### src/rtl/slsb_pkg.sv
// Shared types, widths and codes for the sRGB linear-light solid blend block.
`timescale 1ns / 1ps

package slsb_pkg;

    // Port and field widths.
    localparam int OPCODE_W    = 2;
    localparam int PIXEL_W     = 32;
    localparam int INDEX_W     = 12;
    localparam int VALUE_W     = 16;
    localparam int CFG_INDEX_W = 3;
    localparam int CFG_DATA_W  = 24;

    // Datapath widths.
    localparam int NUM_CH   = 3;
    localparam int CH_W     = 8;
    localparam int LIN_W    = 16;
    localparam int SCALED_W = 24;
    localparam int PROD_W   = 24;
    localparam int SUM_W    = 25;
    localparam int QUOT_W   = 18;
    localparam int RECIP_W  = 26;
    localparam int QPROD_W  = SUM_W + RECIP_W;

    // Table geometry.
    localparam int DEC_DEPTH = 256;
    localparam int DEC_AW    = 8;
    localparam int ENC_DEPTH = 4096;
    localparam int ENC_AW    = 12;

    // Queue geometry.
    localparam int MIDQ_DEPTH = 4;
    localparam int MIDQ_AW    = 2;
    localparam int OUTQ_DEPTH = 8;
    localparam int OUTQ_AW    = 3;

    // Default encode index shift.
    localparam int ENCODE_INDEX_SHIFT_DEF = 4;

    // Exact division by 255 for sums below 2^25: multiply by ceil(2^33/255), keep bits 33 up.
    localparam logic [RECIP_W-1:0] DIV255_RECIP = 26'd33686019;
    localparam int                 DIV255_SHIFT = 33;
    localparam logic [CH_W-1:0]    ROUND_BIAS   = 8'd127;

    // Input opcodes.
    localparam logic [OPCODE_W-1:0] OPC_BLEND     = 2'd0;
    localparam logic [OPCODE_W-1:0] OPC_DEC_WRITE = 2'd1;
    localparam logic [OPCODE_W-1:0] OPC_ENC_WRITE = 2'd2;

    // Configuration register indexes.
    localparam logic [CFG_INDEX_W-1:0] REG_SOURCE_ALPHA  = 3'd0;
    localparam logic [CFG_INDEX_W-1:0] REG_INVERSE_ALPHA = 3'd1;
    localparam logic [CFG_INDEX_W-1:0] REG_RED_SCALED    = 3'd2;
    localparam logic [CFG_INDEX_W-1:0] REG_GREEN_SCALED  = 3'd3;
    localparam logic [CFG_INDEX_W-1:0] REG_BLUE_SCALED   = 3'd4;

    // Work class of an item once the front has decoded it.
    typedef enum logic [1:0] {
        OP_BLEND,
        OP_DEC_WRITE,
        OP_ENC_WRITE
    } op_t;

    typedef struct packed {
        op_t                op;
        logic [PIXEL_W-1:0] pixel;
        logic [INDEX_W-1:0] index;
        logic [VALUE_W-1:0] value;
    } item_t;

    typedef struct packed {
        logic [CH_W-1:0]     source_alpha;
        logic [CH_W-1:0]     inverse_alpha;
        logic [SCALED_W-1:0] red_scaled;
        logic [SCALED_W-1:0] green_scaled;
        logic [SCALED_W-1:0] blue_scaled;
    } cfg_t;

endpackage

### src/rtl/slsb_front.sv
// Front end: accepts input beats, classifies them and queues work for the back end.
`timescale 1ns / 1ps

module slsb_front import slsb_pkg::*; (
    input  logic                clk,
    input  logic                rst_n,
    input  logic                push,
    output logic                full,
    input  logic [OPCODE_W-1:0] opcode,
    input  logic [PIXEL_W-1:0]  dest_pixel,
    input  logic [INDEX_W-1:0]  table_index,
    input  logic [VALUE_W-1:0]  table_value,
    output item_t               item,
    output logic                item_valid,
    input  logic                item_pop
);

    item_t              mem_reg [MIDQ_DEPTH];
    logic [MIDQ_AW-1:0] wr_ptr_reg;
    logic [MIDQ_AW-1:0] rd_ptr_reg;
    logic [MIDQ_AW:0]   count_reg;
    logic [MIDQ_AW:0]   count_next;

    logic  accept;
    logic  keep;
    op_t   op;
    item_t new_item;

    assign full   = (count_reg == (MIDQ_AW + 1)'(MIDQ_DEPTH));
    assign accept = push && !full;

    // Unused opcodes are taken and dropped here.
    always_comb
    begin
        keep = 1'b0;
        op   = OP_BLEND;
        case (opcode)
            OPC_BLEND:
            begin
                keep = accept;
                op   = OP_BLEND;
            end
            OPC_DEC_WRITE:
            begin
                keep = accept;
                op   = OP_DEC_WRITE;
            end
            OPC_ENC_WRITE:
            begin
                keep = accept;
                op   = OP_ENC_WRITE;
            end
            default:
            begin
                keep = 1'b0;
                op   = OP_BLEND;
            end
        endcase
    end

    always_comb
    begin
        new_item.op    = op;
        new_item.pixel = dest_pixel;
        new_item.index = table_index;
        new_item.value = table_value;
    end

    assign count_next = count_reg + {{MIDQ_AW{1'b0}}, keep} - {{MIDQ_AW{1'b0}}, item_pop};

    always_ff @(posedge clk or negedge rst_n)
    begin
        if (!rst_n)
        begin
            wr_ptr_reg <= '0;
            rd_ptr_reg <= '0;
            count_reg  <= '0;
        end
        else
        begin
            if (keep)
            begin
                wr_ptr_reg <= wr_ptr_reg + 1'b1;
            end
            if (item_pop)
            begin
                rd_ptr_reg <= rd_ptr_reg + 1'b1;
            end
            count_reg <= count_next;
        end
    end

    always_ff @(posedge clk)
    begin
        if (keep)
        begin
            mem_reg[wr_ptr_reg] <= new_item;
        end
    end

    assign item       = mem_reg[rd_ptr_reg];
    assign item_valid = (count_reg != '0);

endmodule

### config.mk
export PLATFORM = sky130hd
export DESIGN_NAME = slsb_front
export DESIGN_NICKNAME = d
export VERILOG_FILES = /design/src/rtl/slsb_pkg.sv /design/src/rtl/slsb_front.sv
export SDC_FILE = /design/constraint.sdc
export NUM_CORES = 1
export LEC_CHECK = 0
export BUFFER_PORTS_ARGS = -buffer_cell sky130_fd_sc_hd__buf_2
export CAP_MARGIN = 30
export CORE_MARGIN = 10
export CORE_UTILIZATION = 61
export CTS_CLUSTER_DIAMETER = 30
export DETAILED_ROUTE_END_ITERATION = 12
export PLACE_DENSITY = 0.89
export SYNTH_ARGS = -nofsm -noshare
export SYNTH_HDL_FRONTEND = slang
export SYNTH_SLANG_ARGS = --single-unit
### constraint.sdc
create_clock -name clk -period 7.44 [get_ports clk]
set_clock_uncertainty 0.05 [all_clocks]
set_input_delay 0.744 -clock clk [delete_from_list [all_inputs] [get_ports clk]]
set_output_delay 0.744 -clock clk [all_outputs]
set_load 0.02 [all_outputs]
**After elaboration in Yosys (flattened, before gate mapping)**

Memory sizes are Yosys's and may differ from the RTL's.
Cells that the tools add are included.

- Register bits: 7
- Latch bits: 0
- Bits in writable memories: 248
- Bits in read-only memories: 0
- Bits of input ports: 66
- Output and inout port bits: 64
- Logic and storage cells: 20
- Memories kept: 1

- $add $sub $neg: 4
- $mul: 0
- Div/mod/pow operators: 0
- $lt $le $gt $ge: 0
- Equality and inequality tests: 3
- Shift operators: 0
- Muxes and demuxes: 4
- Bitwise gates (word level): 0
- Reductions and logical operators: 5

Memories:

| name | words | bits a word | rd ports | clocked after Yosys merged registers in | write ports | RTL line | source |
|---|---|---|---|---|---|---|---|
| mem_reg | 4 | 62 | 1 | 0 | 1 | slsb_front.sv:18 | `item_t mem_reg [MIDQ_DEPTH];` |

Operators with widths:

| cell | number |
|---|---|
| $add A2 B1 Y2 const B | 2 |
| $pmux W2 S2 | 1 |
| $add A3 B1 Y3 | 1 |
| $eq A3 B3 Y1 const B | 1 |
| $mux W1 | 3 |
| $reduce_bool A3 Y1 | 1 |
| $reduce_or A3 Y1 | 1 |
| $sub A3 B1 Y3 | 1 |
| $eq A2 B1 Y1 const B | 1 |
| $eq A2 B2 Y1 const B | 1 |
| $logic_not A2 Y1 | 1 |
| $logic_and A1 B1 Y1 | 1 |
| $logic_not A1 Y1 | 1 |

**Logic depth before layout (Yosys ltp)**

- Depth after elaboration: 6
- Depth in mapped cells: 8
- Mapped depth without buffers: 8

**Worst setup path after synthesis**

OpenSTA, ideal clock, no wires.

- Kind: input-to-reg
- Start point: input push
- End point: memory mem_reg[0][0] (netlist name) (enable)
- Library setup time: 0.426 ns
- Arrival: 2.618 ns
- Required time: 6.964 ns
- Path slack: 4.346 ns
- Cell stages on the path: 3
- Buffers on the path: 0
- Cells stage by stage: inv_1 > a211oi_4 > and2_1

- Word-level cells in the longest chain between the ends: 4

Ends and longest elaborated chain:

| element | RTL line | source |
|---|---|---|
| start: declaration | slsb_front.sv:7 | `input logic push,` |
| $logic_and A1 B1 Y1 | slsb_front.sv:30 | `assign accept = push && !full;` |
| $mux W1 | slsb_front.sv:37 | `case (opcode)` |
| named net keep | slsb_front.sv:25 | `logic keep;` |
| $mux W1 | slsb_front.sv:95 | `if (keep)` |
| $mux W1 (implied by the code) | slsb_front.sv:97 | `mem_reg[wr_ptr_reg] <= new_item;` |
| end: declaration | slsb_front.sv:18 |  |

The timed path passes the listed nets, and every way through them passes these cells.

==> metrics.md <==
| Metric | Value |
|---|---|
| Critical Path Source Type | flip-flop |
| H-tree levels | 2 |
| Gate Count Post-Synth | 361 |
| DR DRC count | 0 |
| Synth cell types | 19 |
| Layout Nets | 591 |
| CTS root buf | clkbuf_16 |
| Slew Viols, Final | 0 |
| Fmax | 0.275 GHz |
| Syn nets | 434 |
| Initial antenna violation count | 2 |
| Worst Reg2Reg Path Length in Cells | 3 |
| Antenna diodes | 0 |
| 1st-pass router iterations | 4 |
| CP Capture Type | output port |
| YS warnings | 0 |
| Initial Utilization | 62.2% |
| Largest register FFs | 248 |
| First-pass GRT wire length | 27600 microns |
| Routed WL | 17600 microns |
| RSZ-0062 raised after global routing | no |
| Fin cells | 735 |
| Data required time at the worst endpoint | 6.65 ns |
| Yosys reg bits | 255 |
| Final Setup Violations | 0 |
| Netlist Area Pre-Place | 9460 sq um |
| Worst slew margin | 35.6% |
| Wire per inst | 23.9 microns |
| Setup bufs post-CTS | 0 |
| Fin. Hold Viols | 0 |
| Sequential fraction of the synthesis area | 80.6% |
| Clock Tree Buf Depth | 3 |
| CTS buffer count | 37 |
| Core area | 15200 sq um |
| Chip height | 145 microns |
| Die width | 145 microns |
| Fin crit share | 48.9% |
| Clock transition at the registers of the reported paths | 0.05 ns |
| CP arrival | 2.84 ns |
| Hpwl dp | 10300 microns |
| Hold Crit Class | in -> async |
| Crit path max fanout | 41 |
| Layout Utilization | 75.3% |
| Drt first-iter violations | 297 |
| DR vias | 4297 |
| Largest net degree at the start of global routing | 64 |
| Skew-Pair Late Insertion Delay | 0.50 ns |
| TritonCTS clock tree | done |
| Ports | 130 |
| Area of the multi-input gates | 1650 sq um |
| MaxCap Viol Count | 0 |
| Min cycle time layout | 3.64 ns |
| Run status | completed |
| # resized after CTS | 0 |
| Synth-to-Final Area Change | 21.0% |
| Total clock sinks | 255 |
| Tot GR Track Use | 17.6% |
| Share of post-route cells with drive strength above 1 | 46.4% |
| Final setup TNS | 0 ns |
| Vias/cell | 5.85 |
| Mean Syn Cell Area | 26.2 sq um |
| Vias in the first global route | 4906 |
| Setup Crit Path Kind | reg -> out |
| Total grt overflow | 0 |
| Tightest Pin Transition | 0.966 ns |
| Die area | 20900 sq um |
| Placed insts | 666 |
| Final antenna-violating net count | 0 |
| Fillcell total | 826 |
| Peak VDD IR | 312 uV |
| Leakage power | 0.00402 uW |
| CTS Hold Buffers Added | 0 |
| FP Rows | 45 |
| Port Buffers | 129 |
| Pwr/cell area | 430 nW/um^2 |
| Seq. cell area | 7630 sq um |
| GP Congestion | 0.703 |
-- layout make-up --
type,instances,share of cell area [%]
flip-flops and latches,255,66.7
inverters,7,0.230
clock buffers,51,9.10
well taps,188,2.06
clock inverters,17,1.50
repair buffers,132,6.01
multi-input cells,85,14.4
-- cells in the mapped netlist --
cell      instances  area (sq um)
ha_1              6          75.1
nor3b_2           1          12.5
mux2_2            1          11.3
fa_1              1          20.0
nor2b_1           2          12.5
nand2_1           1          3.75
xnor2_1           4          35.0
a211oi_4          1          20.0
buf_12            6           120
mux4_1            4           105
inv_1             7          26.3
mux4_2           58          1310
xor2_1            1          8.76
buf_6             1          11.3
buf_2             7          35.0
dfrtp_1           7           175
edfxtp_1        248          7450
or3_1             1          6.26
and2_1            4          25.0
-- critical path: stages, from the launching register on --
cell     delay, ns
dfrtp_4       0.71
buf_4         0.70
mux4_1        0.69
buf_2         0.19
-- per-stage QoR --
stage | power, uW | setup slack (ns) | cell area (sq um) | hold WS [ns]
after floorplan | 2940 | 4.35 | 9460 | 0.398
after global placement | 3260 | 4.29 | 10200 | 0.492
after detailed placement | 3310 | 4.22 | 10200 | 0.528
after CTS | 4980 | 3.71 | 11400 | 0.0195
after global routing | 5130 | 3.59 | 11400 | 0.0235
final | 4920 | 3.80 | 11400 | 0.0271
-- path summary, 6_finish.rpt --
path / start / endpoint / slack (ns)
min in group clk: table_value[6] / mem_reg[0][6] / 0.40
hold / removal: rst_n / count_reg[2] / 0.03
setup / recovery: rd_ptr_reg[0] / item[2] / 3.80
max in group asynchronous: rst_n / rd_ptr_reg[1] / 7.13
hold reg to reg: wr_ptr_reg[1] / wr_ptr_reg[1] / 0.53
setup reg to reg: count_reg[2] / mem_reg[0][41] / 5.14
-- cells by family (layout without fill, tap and decap cells) --
kind of cell	count (synthesis)	count (layout)	share of synthesized area (%)
buffers and inverters	21	207	2.04
multiplexers	63	63	15.0
AND/OR/NAND/NOR	9	9	0.635
XOR/XNOR	5	5	0.463
flip-flops	255	255	80.6
AO/OA/AOI/OAI	1	1	0.212
adder cells (fa/ha/maj)	7	7	1.01
-- metal layers --
metal / GRT usage, % / vias to the layer above / wire [microns]
met5: 0 / - / 34
li1: - / 1867 / -
met1: 21.6 / 2226 / 7010
met4: 6.22 / 4 / 347
met3: 5.12 / 34 / 1150
met2: 29.4 / 166 / 9030
-- cell usage in the layout (no fill, tap or decap), types with 2 or more instances in the layout --
master | Yosys | routed
xnor2_1 | 4 | 4
ha_1 | 6 | 6
buf_2 | 7 | 129
inv_6 | 0 | 3
inv_1 | 7 | 7
clkbuf_16 | 0 | 39
edfxtp_1 | 248 | 248
mux4_1 | 4 | 4
dfrtp_1 | 7 | 5
nor2b_1 | 2 | 2
and2_4 | 0 | 4
clkinv_1 | 0 | 3
buf_4 | 0 | 2
clkinv_2 | 0 | 7
clkbuf_1 | 0 | 10
clkbuf_8 | 0 | 2
bufinv_16 | 0 | 3
mux4_2 | 58 | 58
-- report_power, final --
part / internal, uW / switching [uW] / leakage (uW)
logic: 549 / 780 / 0.00108
clock network: 1080 / 575 / 0.000599
registers: 1840 / 96.4 / 0.00234
total: 3470 / 1450 / 0.00402
Note: power is estimated with default switching activity, not from simulation.
