<file path="src/rtl/slsb_pkg.sv">
// Shared types, widths and codes for the sRGB linear-light solid blend block.
`timescale 1ns / 1ps

package slsb_pkg;

    // Port and field widths.
    localparam int OPCODE_W    = 2;
    localparam int PIXEL_W     = 32;
    localparam int INDEX_W     = 12;
    localparam int VALUE_W     = 16;
    localparam int CFG_INDEX_W = 3;
    localparam int CFG_DATA_W  = 24;

    // Datapath widths.
    localparam int NUM_CH   = 3;
    localparam int CH_W     = 8;
    localparam int LIN_W    = 16;
    localparam int SCALED_W = 24;
    localparam int PROD_W   = 24;
    localparam int SUM_W    = 25;
    localparam int QUOT_W   = 18;
    localparam int RECIP_W  = 26;
    localparam int QPROD_W  = SUM_W + RECIP_W;

    // Table geometry.
    localparam int DEC_DEPTH = 256;
    localparam int DEC_AW    = 8;
    localparam int ENC_DEPTH = 4096;
    localparam int ENC_AW    = 12;

    // Queue geometry.
    localparam int MIDQ_DEPTH = 4;
    localparam int MIDQ_AW    = 2;
    localparam int OUTQ_DEPTH = 8;
    localparam int OUTQ_AW    = 3;

    // Default encode index shift.
    localparam int ENCODE_INDEX_SHIFT_DEF = 4;

    // Exact division by 255 for sums below 2^25: multiply by ceil(2^33/255), keep bits 33 up.
    localparam logic [RECIP_W-1:0] DIV255_RECIP = 26'd33686019;
    localparam int                 DIV255_SHIFT = 33;
    localparam logic [CH_W-1:0]    ROUND_BIAS   = 8'd127;

    // Input opcodes.
    localparam logic [OPCODE_W-1:0] OPC_BLEND     = 2'd0;
    localparam logic [OPCODE_W-1:0] OPC_DEC_WRITE = 2'd1;
    localparam logic [OPCODE_W-1:0] OPC_ENC_WRITE = 2'd2;

    // Configuration register indexes.
    localparam logic [CFG_INDEX_W-1:0] REG_SOURCE_ALPHA  = 3'd0;
    localparam logic [CFG_INDEX_W-1:0] REG_INVERSE_ALPHA = 3'd1;
    localparam logic [CFG_INDEX_W-1:0] REG_RED_SCALED    = 3'd2;
    localparam logic [CFG_INDEX_W-1:0] REG_GREEN_SCALED  = 3'd3;
    localparam logic [CFG_INDEX_W-1:0] REG_BLUE_SCALED   = 3'd4;

    // Work class of an item once the front has decoded it.
    typedef enum logic [1:0] {
        OP_BLEND,
        OP_DEC_WRITE,
        OP_ENC_WRITE
    } op_t;

    typedef struct packed {
        op_t                op;
        logic [PIXEL_W-1:0] pixel;
        logic [INDEX_W-1:0] index;
        logic [VALUE_W-1:0] value;
    } item_t;

    typedef struct packed {
        logic [CH_W-1:0]     source_alpha;
        logic [CH_W-1:0]     inverse_alpha;
        logic [SCALED_W-1:0] red_scaled;
        logic [SCALED_W-1:0] green_scaled;
        logic [SCALED_W-1:0] blue_scaled;
    } cfg_t;

endpackage

</file>
<file path="src/rtl/slsb_outq.sv">
// Output queue that holds finished pixels until the receiver pops them.
`timescale 1ns / 1ps

module slsb_outq import slsb_pkg::*; (
    input  logic               clk,
    input  logic               rst_n,
    input  logic               push,
    input  logic [PIXEL_W-1:0] push_data,
    input  logic               pop,
    output logic               empty,
    output logic [PIXEL_W-1:0] data,
    output logic [OUTQ_AW:0]   count
);

    logic [PIXEL_W-1:0] mem_reg [OUTQ_DEPTH];
    logic [OUTQ_AW-1:0] wr_ptr_reg;
    logic [OUTQ_AW-1:0] rd_ptr_reg;
    logic [OUTQ_AW:0]   count_reg;
    logic [OUTQ_AW:0]   count_next;
    logic               take;

    assign empty      = (count_reg == '0);
    assign take       = pop && !empty;
    assign count_next = count_reg + {{OUTQ_AW{1'b0}}, push} - {{OUTQ_AW{1'b0}}, take};

    always_ff @(posedge clk or negedge rst_n)
    begin
        if (!rst_n)
        begin
            wr_ptr_reg <= '0;
            rd_ptr_reg <= '0;
            count_reg  <= '0;
        end
        else
        begin
            if (push)
            begin
                wr_ptr_reg <= wr_ptr_reg + 1'b1;
            end
            if (take)
            begin
                rd_ptr_reg <= rd_ptr_reg + 1'b1;
            end
            count_reg <= count_next;
        end
    end

    always_ff @(posedge clk)
    begin
        if (push)
        begin
            mem_reg[wr_ptr_reg] <= push_data;
        end
    end

    assign data  = mem_reg[rd_ptr_reg];
    assign count = count_reg;

endmodule

</file>
<file path="config.mk">
export PLATFORM = sky130hd
export DESIGN_NAME = slsb_outq
export DESIGN_NICKNAME = d
export VERILOG_FILES = /design/src/rtl/slsb_pkg.sv /design/src/rtl/slsb_outq.sv
export SDC_FILE = /design/constraint.sdc
export NUM_CORES = 1
export LEC_CHECK = 0
export BUFFER_PORTS_ARGS = -buffer_cell sky130_fd_sc_hd__clkbuf_2
export CAP_MARGIN = 20
export CORE_ASPECT_RATIO = 0.8
export CORE_MARGIN = 4
export CORE_UTILIZATION = 40
export DETAILED_ROUTE_END_ITERATION = 12
export PLACE_DENSITY = 0.54
export SYNTH_ARGS = -nofsm -noshare
export SYNTH_HDL_FRONTEND = slang
export SYNTH_SLANG_ARGS = --single-unit
</file>
<file path="constraint.sdc">
create_clock -name clk -period 5.5 [get_ports clk]
set_input_delay 1.1 -clock clk [delete_from_list [all_inputs] [get_ports clk]]
set_output_delay 1.1 -clock clk [all_outputs]
set_load 0.05 [all_outputs]
</file>
After elaboration in Yosys (flattened, before gate mapping)

Memories as Yosys holds them, arrays and structs flattened.
Cells that the tools add are included.

Input bits: 36
RAM bits: 256
Memories: 1
Word-level logic and storage cells: 13
Output and inout port bits: 37
Register bits after elaboration: 10

Memories:

| name    | depth | bits a word | read ports | clocked after memory_dff | wr ports | RTL line        | source |
|---|---|---|---|---|---|---|---|
| mem_reg | 8     | 32          | 1          | 0                        | 1        | slsb_outq.sv:15 | `logic [PIXEL_W-1:0] mem_reg [OUTQ_DEPTH];` |

Reductions and logical operators: 3
Muxes and demuxes: 2
$add $sub $neg: 4

Operators with widths:

| cell                                                          | number |
|---|---|
| 3-bit by 1-bit adder with 3-bit output, second input constant | 2 |
| 4-bit by 1-bit adder with 4-bit output                        | 1 |
| 4-bit logical NOT                                             | 1 |
| 4-bit by 1-bit subtractor with 4-bit output                   | 1 |
| 1-bit 2-to-1 mux                                              | 2 |
| 1-bit logical AND                                             | 1 |
| 1-bit logical NOT                                             | 1 |

Depth between registers and ports, before layout

Gate-level depths: netlist (run 1).

Depth in word-level cells: 4
Mapped depth: 11

Worst setup path after synthesis (run 1)

Ideal clock, no wire load.

Path kind: input-to-reg
Start point: input push
End point: memory mem_reg[0][0] (enable)
Data required time: 5.039 ns
Path buffers: 0
Path slack: 1.638 ns
Stages on the path: 2
Data arrival time: 3.401 ns
Cells stage by stage: nand2b_1 > nor3_1

Longest elaborated chain between the ends: 2

RTL lines:

| what                                   | RTL line        | source |
|---|---|---|
| start: declaration                     | slsb_outq.sv:7  | `input logic push,` |
| 1-bit 2-to-1 mux                       | slsb_outq.sv:50 | `if (push)` |
| 1-bit 2-to-1 mux (implied by the code) | slsb_outq.sv:52 | `mem_reg[wr_ptr_reg] <= push_data;` |
| end: declaration                       | slsb_outq.sv:15 |  |

No other way between the ends.

Worst setup path in the final report (run 1)

Start point: register rd_ptr_reg[0]
End point: output data[16]

Longest elaborated chain between the ends: 1

RTL lines:

| what                     | RTL line        | source |
|---|---|---|
| start: declaration       | slsb_outq.sv:17 | `logic [OUTQ_AW-1:0] rd_ptr_reg;` |
| start signal: assignment | slsb_outq.sv:42 | `rd_ptr_reg <= rd_ptr_reg + 1'b1;` |
| memory read 8 x 32 bit   | --              |  |
| end: declaration         | slsb_outq.sv:11 | `output logic [PIXEL_W-1:0] data,` |

No other way between the ends.

==> results of run 1 <==
## cells in the mapped netlist
cell type | n | area, um^2
a21o_1 | 1 | 7.51
a21oi_1 | 1 | 5.00
buf_12 | 2 | 40.0
buf_2 | 6 | 30.0
buf_6 | 2 | 22.5
buf_8 | 2 | 30.0
clkbuf_1 | 6 | 22.5
dfrtp_1 | 10 | 250
edfxtp_1 | 256 | 7690
fa_1 | 1 | 20.0
ha_1 | 7 | 87.6
inv_1 | 7 | 26.3
mux2_2 | 34 | 383
mux4_1 | 20 | 526
mux4_2 | 44 | 991
nand2_1 | 4 | 15.0
nand2b_1 | 4 | 25.0
nor2_1 | 7 | 26.3
nor3_1 | 2 | 10.0
nor3b_1 | 1 | 7.51
xnor2_1 | 2 | 17.5
xor2_1 | 4 | 35.0
## stage by stage
stage | setup slack [ns] | instance area (um^2) | std cells | utilization | hold WS, ns
floorplan | 1.64 | 10300 | 423 | - | 0.457
global placement | 1.85 | 11000 | 811 | 0.436 | 0.481
detailed placement | 1.86 | 11000 | 811 | 0.436 | 0.487
CTS | 1.30 | 11800 | 857 | 0.467 | 0.416
global route | 1.18 | 11800 | 857 | 0.467 | 0.433
finish | 1.39 | 11800 | 857 | 0.467 | 0.429
## how the worst min path moves through the flow
stage	cells past startpoint	to
global placement	1	wr_ptr_reg[2]
CTS	1	count[0]
finish	1	rd_ptr_reg[0]
floorplan	1	wr_ptr_reg[2]
global route	1	count[0]
detailed placement	1	wr_ptr_reg[2]
## area by class of cell
cell class / count / area, um^2 / area share
clock buffers: 32 / 694 / 0.0588
clock inverters: 14 / 91.3 / 0.00773
repair buffers: 82 / 435 / 0.0369
multi-input cells: 132 / 2210 / 0.187
well taps: 324 / 405 / 0.0343
flip-flops and latches: 266 / 7950 / 0.673
inverters: 7 / 26.3 / 0.00222
## routing by layer
metal / GRT usage / routed length [um]
met1: 0.182 / 8320
met2: 0.235 / 9580
met3: 0.0279 / 686
met4: 0.0314 / 387
met5: 0 / 13
## worst max-delay path, cell delays in order (launching register included)
cell and delay, ns:
dfrtp_4 0.90, buf_4 0.42, mux4_1 0.59, mux2_2 0.29, clkbuf_2 0.24
## power by group
part	switching, mW	total (mW)	internal, mW
combinational	1.43	2.32	0.888
clock	0.703	1.64	0.939
sequential	0.325	2.88	2.56
total	2.46	6.84	4.38
## kinds of logic (layout without fill, tap and decap cells)
logic type	count (synthesis)	after routing	synth area share
AOI/OAI and AO/OA	2	2	0.00122
xor gates and xnor gates	6	6	0.00512
adders and majority gates	8	8	0.0105
buffers and inverters	25	135	0.0167
DFF	266	266	0.773
muxes	98	98	0.185
and+or+nand+nor	18	18	0.00817
==> results.rst, run 1 <==
.. list-table::
   :header-rows: 1

   * - Metric
     - Value
   * - Status
     - finished, final reports clean
   * - Core area
     - 0.0253 mm^2
   * - Total CTS buffers
     - 27
   * - Number of global-route vias before repair
     - approximately 4800
   * - Leakage power summed over all cells
     - 3.96 nW
   * - Worst clock skew
     - 0.0136 ns
   * - DP HPWL
     - 10.3 mm
   * - Post-synthesis average cell area
     - between 20 and 25 um^2
   * - Largest fanout of any net on the critical path
     - 39
   * - Reg-to-reg critical path endpoint
     - count[2]
   * - Floorplan die area
     - about 0.028 mm^2
   * - Mean routed wirelength per cell
     - 22.2 um
   * - Global-route wire length before repair
     - 29.1 mm
   * - Share of cells above drive strength 1
     - 0.383
   * - Synthesized cell area
     - around 0.01 mm^2
   * - Synthesized Nets
     - 467
   * - R2R depth
     - 10
   * - Start point of the critical path
     - rd_ptr_reg[0]
   * - Worst-case register-to-register setup slack
     - 3.07 ns
   * - Critical Path Source Type
     - flop
   * - End point of the critical path
     - data[16]
   * - Post-layout min period
     - between 4 and 5 ns
   * - Die extent in x
     - 187 um
   * - Number of fill cells
     - 2057
   * - GPL Wtd Cong
     - 0.701
   * - Launching point of the worst reg2reg path
     - count[2]
   * - Number of antenna violations at the first check in global routing
     - 1
   * - Maximum number of pins on one net before global-route repair
     - 66
   * - Number of flip-flops in the largest register
     - 256
   * - Setup TNS Final
     - 0 ns
   * - Most common library cell in the layout ignoring fill and taps
     - edfxtp_1
   * - Input/output buffers
     - 72
   * - Syn. warnings
     - 0
   * - Total of hold buffers inserted after clock tree synthesis
     - 0
   * - Number of iterations in the first detailed-routing pass
     - 4
   * - Final hold violation count
     - 0
   * - Fraction of the cycle the final worst path needs
     - 0.747
   * - Buffer type at the clock tree root
     - clkbuf_16
   * - Power density over cell area
     - 580 mW/mm^2
   * - CTS HTree Levels
     - 1
   * - Max-Slew Margin vs Limit
     - 0.293
   * - Effective utilization at floorplan
     - 0.406
   * - Data arrival time of the worst path
     - 3.01 ns
   * - Maximum clock insertion buffer count
     - 3
   * - Mapped Cells
     - approximately 420
   * - Top-level I/O count
     - 73
   * - Number of DRC violations after detailed routing
     - 0
   * - Peak clock frequency supported by timing
     - 0.243 GHz
   * - Via-to-Cell Ratio
     - 5.21
   * - Setup repair after global routing missed its margin
     - false
   * - Number of pins exceeding their max-slew limit in the final report
     - 0
   * - # rows
     - 52
   * - Count of unique library cells instantiated by Yosys
     - 22
   * - Global-route usage over all layers
     - 0.136
   * - Category of the worst setup path capture point
     - output pin
   * - Sequential area share after synthesis
     - 0.773
   * - Reported max-cap violation count
     - 0
   * - Remaining global-route overflow
     - 0
   * - Routed wire length
     - 19.0 mm
   * - Detailed-route via count
     - 4464
   * - Source-to-sink clock delay at the later pin of the worst-skew pair
     - 0.52 ns
   * - Final setup violating endpoints
     - 0
   * - Area grow syn2layout
     - 15.1%
   * - Count of nets after finishing
     - between 500 and 600
   * - Resize count post-CTS
     - 0
   * - Count of state elements after synthesis
     - between 200 and 300
   * - Worst min-delay path category
     - input pin to asynchronous set/reset pin
   * - ANT nets after route
     - 0
   * - Power, Total
     - 6.84 mW
   * - First-iteration detailed-routing DRC count
     - 323
   * - Height of the die
     - roughly 150 um
   * - Clock sink total
     - 266
   * - Setup repair bufs after CTS
     - 0
   * - Commonest non-fill, non-tap cells in the layout
     - edfxtp_1 (256), clkbuf_2 (72), mux4_2 (44)
   * - Peak ir drop on the vdd network
     - about 0.00035 V
   * - TritonCTS clock tree
     - done
   * - Data required time at the worst endpoint
     - 4.40 ns
   * - Clock-pin slew on the worst setup and hold paths
     - 0.06 ns
   * - Transition time at the pin with the least slew margin
     - 1.06 ns
   * - Ant diodes
     - 0
   * - Startpoint-to-endpoint class of the critical path
     - flop to output pin
(Power assumes the default switching activity.)
==> run 2, diff against run 1 <==
PLACE_DENSITY = 0.56   (was 0.54)
clock period = 3.5 ns   (was 5.5 ns; I/O delays follow)
==> run 2 against run 1 <==
Worst setup slack lost 1.1 ns. Total power rose by 59%. Clock power rose by 57%. Core utilization is 0.46 points higher. Die area unchanged. Sequential power rose by 48%. Critical path depth stayed put. Hold slack lost 0.38 ns. Critical path type unchanged. Highest routed layer is now met4.
==> results.rst, run 2 (synthesis gave the netlist of run 1 again) <==
.. list-table::
   :header-rows: 1

   * - Metric
     - Value
   * - Worst clock skew
     - 0.00826 ns (was 0.0136 ns)
   * - Number of antenna violations at the first check in global routing
     - 0 (was 1)
   * - Core area
     - 0.0253 mm^2 (unchanged)
   * - TritonCTS clock tree
     - done (unchanged)
   * - Post-layout min period
     - 3.24 ns
   * - Final hold violation count
     - 0 (unchanged)
   * - Sequential group share of total power
     - 0.391 (was 0.421)
   * - Reported max-cap violation count
     - 0 (unchanged)
   * - Combinational Power Share
     - 0.372 (was 0.339)
   * - CTS HTree Levels
     - 1 (unchanged)
   * - GPL Wtd Cong
     - 0.698 (was 0.701)
   * - Largest incremental delay on the critical path
     - 0.68 ns (was 0.90 ns)
   * - Maximum clock insertion buffer count
     - 3 (unchanged)
   * - Part of the power in the clock network
     - 0.237 (was 0.240)
   * - Remaining global-route overflow
     - 0 (unchanged)
   * - Number of fill cells
     - 2077 (was 2057)
   * - Setup TNS Final
     - 0 ns (unchanged)
   * - Floorplan die area
     - 0.0283 mm^2 (unchanged)
   * - ANT nets after route
     - 0 (unchanged)
   * - Total CTS buffers
     - 27 (unchanged)
   * - Die extent in x
     - 187 um (unchanged)
   * - Height of the die
     - 151 um (unchanged)
   * - Number of pins exceeding their max-slew limit in the final report
     - 0 (unchanged)
   * - Setup repair bufs after CTS
     - 0 (unchanged)
   * - Number of DRC violations after detailed routing
     - 0 (unchanged)
   * - Power, Total
     - 10.9 mW (was 6.84 mW)
   * - Setup repair after global routing missed its margin
     - false (unchanged)
   * - Commonest non-fill, non-tap cells in the layout
     - edfxtp_1 (256), clkbuf_2 (72), mux4_2 (44) (unchanged)
   * - Most common library cell in the layout ignoring fill and taps
     - edfxtp_1 (unchanged)
   * - Final setup violating endpoints
     - 0 (unchanged)
   * - Combined flip-flop and latch cell area
     - 0.00794 mm^2 (was 0.00795 mm^2)
   * - Global-route wire length before repair
     - 29.5 mm (was 29.1 mm)
   * - Number of iterations in the first detailed-routing pass
     - 4 (unchanged)
   * - Worst min-delay path category
     - input pin to asynchronous set/reset pin (unchanged)
   * - Area grow syn2layout
     - 16.2% (was 15.1%)
   * - Largest fanout of any net on the critical path
     - 18 (was 39)
   * - Transition time at the pin with the least slew margin
     - 0.594 ns (was 1.06 ns)
   * - Family of cells with the greatest summed delay on the critical path
     - multiplexers (was flip-flops)
   * - Effective utilization at floorplan
     - 0.406 (unchanged)
   * - Routed wire length
     - 19.1 mm (was 19.0 mm)
   * - Worst-path cell with the longest stage delay
     - dfrtp_4 (unchanged)
   * - Mean routed wirelength per cell
     - 22.1 um (was 22.2 um)
   * - Leakage power summed over all cells
     - 4.02 nW (was 3.96 nW)
   * - Switching Power
     - 3.88 mW (was 2.46 mW)
   * - Fraction of power spent switching nets
     - 0.356 (was 0.359)
   * - Detailed-route via count
     - 4472 (was 4464)
   * - Max-Slew Margin vs Limit
     - 0.604 (was 0.293)
   * - Maximum number of pins on one net before global-route repair
     - 66 (unchanged)
   * - Cells traversed along the worst timing path
     - buf_12 > mux4_1 > mux2_2 > clkbuf_2 (was buf_4 > mux4_1 > mux2_2 > clkbuf_2)
   * - Share of cells above drive strength 1
     - 0.392 (was 0.383)
   * - Input/output buffers
     - 72 (unchanged)
   * - Peak ir drop on the vdd network
     - 0.000456 V (was 0.000346 V)
   * - Fraction of the cycle the final worst path needs
     - 0.927
   * - Number of flip-flops in the largest register
     - 256 (unchanged)
   * - Status
     - finished, final reports clean (unchanged)
   * - Total of hold buffers inserted after clock tree synthesis
     - 0 (unchanged)
   * - Category of the worst setup path capture point
     - output pin (unchanged)
   * - Peak clock frequency supported by timing
     - 0.308 GHz
   * - # rows
     - 52 (unchanged)
   * - Top-level I/O count
     - 73 (unchanged)
   * - Count of nets after finishing
     - 563 (was 560)
   * - Data required time at the worst endpoint
     - 2.80 ns (was 4.40 ns)
   * - Number of global-route vias before repair
     - 4841 (was 4759)
   * - Source-to-sink clock delay at the later pin of the worst-skew pair
     - 0.52 ns (about the same)
   * - Power density over cell area
     - 911 mW/mm^2 (was 580 mW/mm^2)
   * - Startpoint-to-endpoint class of the critical path
     - flop to output pin (unchanged)
   * - Ant diodes
     - 0 (unchanged)
   * - Cell internal power dissipation
     - 7.00 mW (was 4.38 mW)
   * - Clock-pin slew on the worst setup and hold paths
     - 0.06 ns (about the same)
   * - First-iteration detailed-routing DRC count
     - 305 (was 323)
   * - Combined area of the multi-input logic cells
     - 0.00222 mm^2 (was 0.00221 mm^2)
   * - DP HPWL
     - 10.6 mm (was 10.3 mm)
   * - Buffer type at the clock tree root
     - clkbuf_16 (unchanged)
   * - Global-route usage over all layers
     - 0.137 (was 0.136)
   * - Data arrival time of the worst path
     - 2.54 ns (was 3.01 ns)
   * - Combined buffer and inverter count along the critical path
     - 2 (unchanged)
   * - Clock sink total
     - 266 (unchanged)
   * - Via-to-Cell Ratio
     - 5.19 (was 5.21)
   * - Resize count post-CTS
     - 0 (unchanged)
   * - Critical Path Source Type
     - flop (unchanged)
-- run 2: cell type report --
class | count | area share
Inverter | 7 | 0.00220
Sequential cell | 266 | 0.666
Timing Repair Buffer | 85 | 0.0457
Clock inverter | 15 | 0.00776
Clock buffer | 33 | 0.0585
Tap cell | 324 | 0.0340
Multi-Input combinational cell | 132 | 0.186
-- run 2: worst paths after layout --
path                            depth (start not counted)       endpoint          start  slack (ns)
worst min register to register                          1  wr_ptr_reg[2]  wr_ptr_reg[2]        0.49
max in group asynchronous                               1  rd_ptr_reg[0]          rst_n        3.20
worst min-delay path                                    1       count[3]          rst_n        0.04
worst max-delay path                                    4       data[14]  rd_ptr_reg[0]        0.26
worst max register to register                         10       count[2]       count[2]        1.13
min in group clk                                        2  wr_ptr_reg[0]           push        0.45
-- run 2: layer usage --
| metal | wire (um) | track usage | vias to the layer above |
|---|---|---|---|
| li1 | - | - | 1990 |
| met1 | 8570 | 0.186 | 2367 |
| met2 | 9360 | 0.229 | 82 |
| met3 | 789 | 0.0290 | 33 |
| met4 | 364 | 0.0336 | 0 |
| met5 | 0 | 0 | - |
-- run 2: stage by stage --
stage	hold WS [ns]	cells	area, um^2	setup slack, ns	utilization
3_5_place_dp	0.488	814	11100	0.740	0.440
4_1_cts	0.0382	862	11900	0.179	0.471
6_report	0.0445	862	11900	0.255	0.471
2_1_floorplan	0.404	423	10300	0.0383	-
5_1_grt	0.0514	862	11900	0.116	0.471
3_3_place_gp	0.476	814	11100	0.733	0.440
-- run 2: power groups by stage --
stage	Clock [mW]	Sequential (mW)	Combinational [mW]
3_3_place_gp	0	4.31	4.10
6_report	2.57	4.26	4.04
3_5_place_dp	0	4.34	4.14
2_1_floorplan	0	4.28	3.15
5_1_grt	2.81	4.31	4.32
4_1_cts	2.65	4.27	4.15
==> run 3, diff against run 2 <==
ABC_CLOCK_PERIOD_IN_PS = 3500   (was default)
REMOVE_ABC_BUFFERS = 1   (was default)
==> run 3 against run 2 <==
Global-route usage up 0.62 points. Combinational power about the same. Clock power grew 15%. Worst setup slack improved by 0.0091 ns. Final cell count up 1.0%. Total power grew 3.9%. Count of clock-buffer cells in the layout is 6 lower. Sequential power rose by 2%. Fmax up 0.28%. First-iteration DRC count is 24% lower. Die area stayed put. Critical endpoint is now data[2]. Largest power group unchanged. Highest routed layer is now met5.
==> results.rst, run 3 (synthesis gave the netlist of run 1 again) <==
.. list-table::
   :header-rows: 1

   * - Metric
     - Value
   * - Category of the worst setup path capture point
     - output pin (unchanged)
   * - Worst clock skew
     - 0.0143 ns (was 0.00826 ns)
   * - Data required time at the worst endpoint
     - 2.80 ns (about the same)
   * - Cells traversed along the worst timing path
     - buf_4 > mux4_1 > mux2_2 > clkbuf_2 (was buf_12 > mux4_1 > mux2_2 > clkbuf_2)
   * - Data arrival time of the worst path
     - 2.54 ns (about the same)
   * - Worst-path cell with the longest stage delay
     - mux4_1 (was dfrtp_4)
   * - Critical Path Source Type
     - flop (unchanged)
   * - Top-level I/O count
     - 73 (unchanged)
   * - Worst hold slack after final layout
     - 0.0401 ns (was 0.0445 ns)
   * - Fraction of power spent switching nets
     - 0.352 (was 0.356)
   * - Setup TNS Final
     - 0 ns (unchanged)
   * - Resize count post-CTS
     - 0 (unchanged)
   * - Global-route wire length before repair
     - 30.6 mm (was 29.5 mm)
   * - Number of antenna violations at the first check in global routing
     - 2 (was 0)
   * - Reported max-cap violation count
     - 0 (unchanged)
   * - Post-layout min period
     - 3.24 ns (about the same)
   * - Worst min-delay path category
     - input pin to asynchronous set/reset pin (unchanged)
   * - Area grow syn2layout
     - 17.8% (was 16.2%)
   * - Max-Slew Margin vs Limit
     - 0.607 (was 0.604)
   * - Placement-stage cell area
     - 0.0111 mm^2 (about the same)
   * - Routed wire length
     - 20.1 mm (was 19.1 mm)
   * - Power density over cell area
     - 935 mW/mm^2 (was 911 mW/mm^2)
   * - Share of cells above drive strength 1
     - 0.410 (was 0.392)
   * - GPL Wtd Cong
     - 0.700 (was 0.698)
   * - Combinational Power Share
     - 0.355 (was 0.372)
   * - Switching Power
     - 3.98 mW (was 3.88 mW)
   * - Maximum clock insertion buffer count
     - 3 (unchanged)
   * - Power, Total
     - 11.3 mW (was 10.9 mW)
   * - Effective utilization at floorplan
     - 0.406 (unchanged)
   * - Largest fanout of any net on the critical path
     - 11 (was 18)
   * - Commonest non-fill, non-tap cells in the layout
     - edfxtp_1 (256), clkbuf_2 (72), mux4_2 (44) (unchanged)
   * - Setup slack at placement
     - 0.635 ns (was 0.740 ns)
   * - Transition time at the pin with the least slew margin
     - 0.590 ns (was 0.594 ns)
   * - Final core area utilization
     - 0.478 (was 0.471)
   * - Core area
     - 0.0253 mm^2 (unchanged)
   * - # rows
     - 52 (unchanged)
   * - Fraction of the cycle the final worst path needs
     - 0.924 (was 0.927)
   * - Number of pins exceeding their max-slew limit in the final report
     - 0 (unchanged)
   * - Final setup violating endpoints
     - 0 (unchanged)
   * - Leakage power summed over all cells
     - 4.10 nW (was 4.02 nW)
   * - Peak clock frequency supported by timing
     - 0.309 GHz (was 0.308 GHz)
   * - Count of nets after finishing
     - 571 (was 563)
   * - Remaining global-route overflow
     - 0 (unchanged)
   * - Clock sink total
     - 266 (unchanged)
   * - Number of DRC violations after detailed routing
     - 0 (unchanged)
   * - Height of the die
     - 151 um (unchanged)
   * - Buffer type at the clock tree root
     - clkbuf_16 (unchanged)
   * - DP HPWL
     - 11.5 mm (was 10.6 mm)
   * - Total of hold buffers inserted after clock tree synthesis
     - 0 (unchanged)
   * - Setup repair after global routing missed its margin
     - false (unchanged)
   * - TritonCTS clock tree
     - done (unchanged)
   * - Clock-pin slew on the worst setup and hold paths
     - 0.06 ns (about the same)
   * - Detailed-route via count
     - 4509 (was 4472)
   * - Cell count after placement
     - 822 (was 814)
   * - Floorplan die area
     - 0.0283 mm^2 (unchanged)
   * - Number of flip-flops in the largest register
     - 256 (unchanged)
   * - Startpoint-to-endpoint class of the critical path
     - flop to output pin (unchanged)
   * - CTS HTree Levels
     - 1 (unchanged)
   * - Input/output buffers
     - 72 (unchanged)
   * - Ant diodes
     - 0 (unchanged)
   * - Number of fill cells
     - 2054 (was 2077)
   * - Sequential group share of total power
     - 0.383 (was 0.391)
   * - Final hold violation count
     - 0 (unchanged)
   * - Number of global-route vias before repair
     - 4960 (was 4841)
   * - Total CTS buffers
     - 26 (was 27)
   * - Status
     - finished, final reports clean (unchanged)
   * - Mean routed wirelength per cell
     - 23.0 um (was 22.1 um)
   * - ANT nets after route
     - 0 (unchanged)
   * - Peak ir drop on the vdd network
     - 0.000479 V (was 0.000456 V)
   * - Via-to-Cell Ratio
     - 5.18 (was 5.19)
   * - Final standard cell count with taps included and fillers excluded
     - 871 (was 862)
   * - Source-to-sink clock delay at the later pin of the worst-skew pair
     - 0.53 ns (was 0.52 ns)
   * - Post-route worst setup slack
     - 0.265 ns (was 0.255 ns)
   * - Most common library cell in the layout ignoring fill and taps
     - edfxtp_1 (unchanged)
   * - Cell internal power dissipation
     - 7.32 mW (was 7.00 mW)
   * - Maximum number of pins on one net before global-route repair
     - 34 (was 66)
   * - Die extent in x
     - 187 um (unchanged)
   * - Largest incremental delay on the critical path
     - 0.60 ns (was 0.68 ns)
   * - Total non-filler cell area in the finished layout
     - 0.0121 mm^2 (was 0.0119 mm^2)
   * - R2R depth
     - 10 (unchanged)
   * - First-iteration detailed-routing DRC count
     - 231 (was 305)
   * - Global-route usage over all layers
     - 0.143 (was 0.137)
   * - Number of iterations in the first detailed-routing pass
     - 4 (unchanged)
   * - Part of the power in the clock network
     - 0.262 (was 0.237)
==> run 3: worst paths after layout <==
| kind | start | slack (ns) | end |
|---|---|---|---|
| worst max-delay path | rd_ptr_reg[0] | 0.26 | data[2] |
| worst min-delay path | rst_n | 0.04 | wr_ptr_reg[1] |
| worst max register to register | count[2] | 1.02 | count[2] |
| worst min register to register | wr_ptr_reg[2] | 0.49 | wr_ptr_reg[2] |
| max in group asynchronous | rst_n | 3.23 | rd_ptr_reg[0] |
| min in group clk | push_data[10] | 0.45 | mem_reg[1][10] |
==> run 3: timing repair <==
| item | CTS | global route |
|---|---|---|
| hold endpoints to repair | 0 | 0 |
| setup buffers | 0 | 1 |
| endpoints found under the setup margin | 0 | 2 |
==> run 3: layout make-up <==
class,instances,area (um^2),area share
tap,324,405,0.0335
timing repair buffer,94,581,0.0480
sequential,266,7950,0.657
multi-input combinational,132,2210,0.183
clock inverter,21,265,0.0219
clock buffer,27,654,0.0541
inverter,7,26.3,0.00217
==> run 3: power by group through the flow <==
stage,logic [mW],clock network [mW],registers (mW)
floorplan,2.77,0,4.56
global placement,3.98,0,4.41
detailed placement,4.03,0,4.44
CTS,4.04,3.04,4.37
global route,4.28,3.19,4.38
finish,4.01,2.96,4.33
==> run 3: metal layers <==
| layer | track usage | routed length [um] | vias to the layer above |
|---|---|---|---|
| li1 | - | - | 2007 |
| met3 | 0.0382 | 1010 | 26 |
| met2 | 0.239 | 9710 | 88 |
| met4 | 0.0237 | 250 | 4 |
| met5 | 0 | 24 | - |
| met1 | 0.195 | 9060 | 2384 |
==> run 3: worst max-delay path, delay by kind of cell, from the launching register on <==
family / cells / cell delay, ns
buf+inv: 2 / 0.55
mux: 2 / 0.88
flops: 1 / 0.59
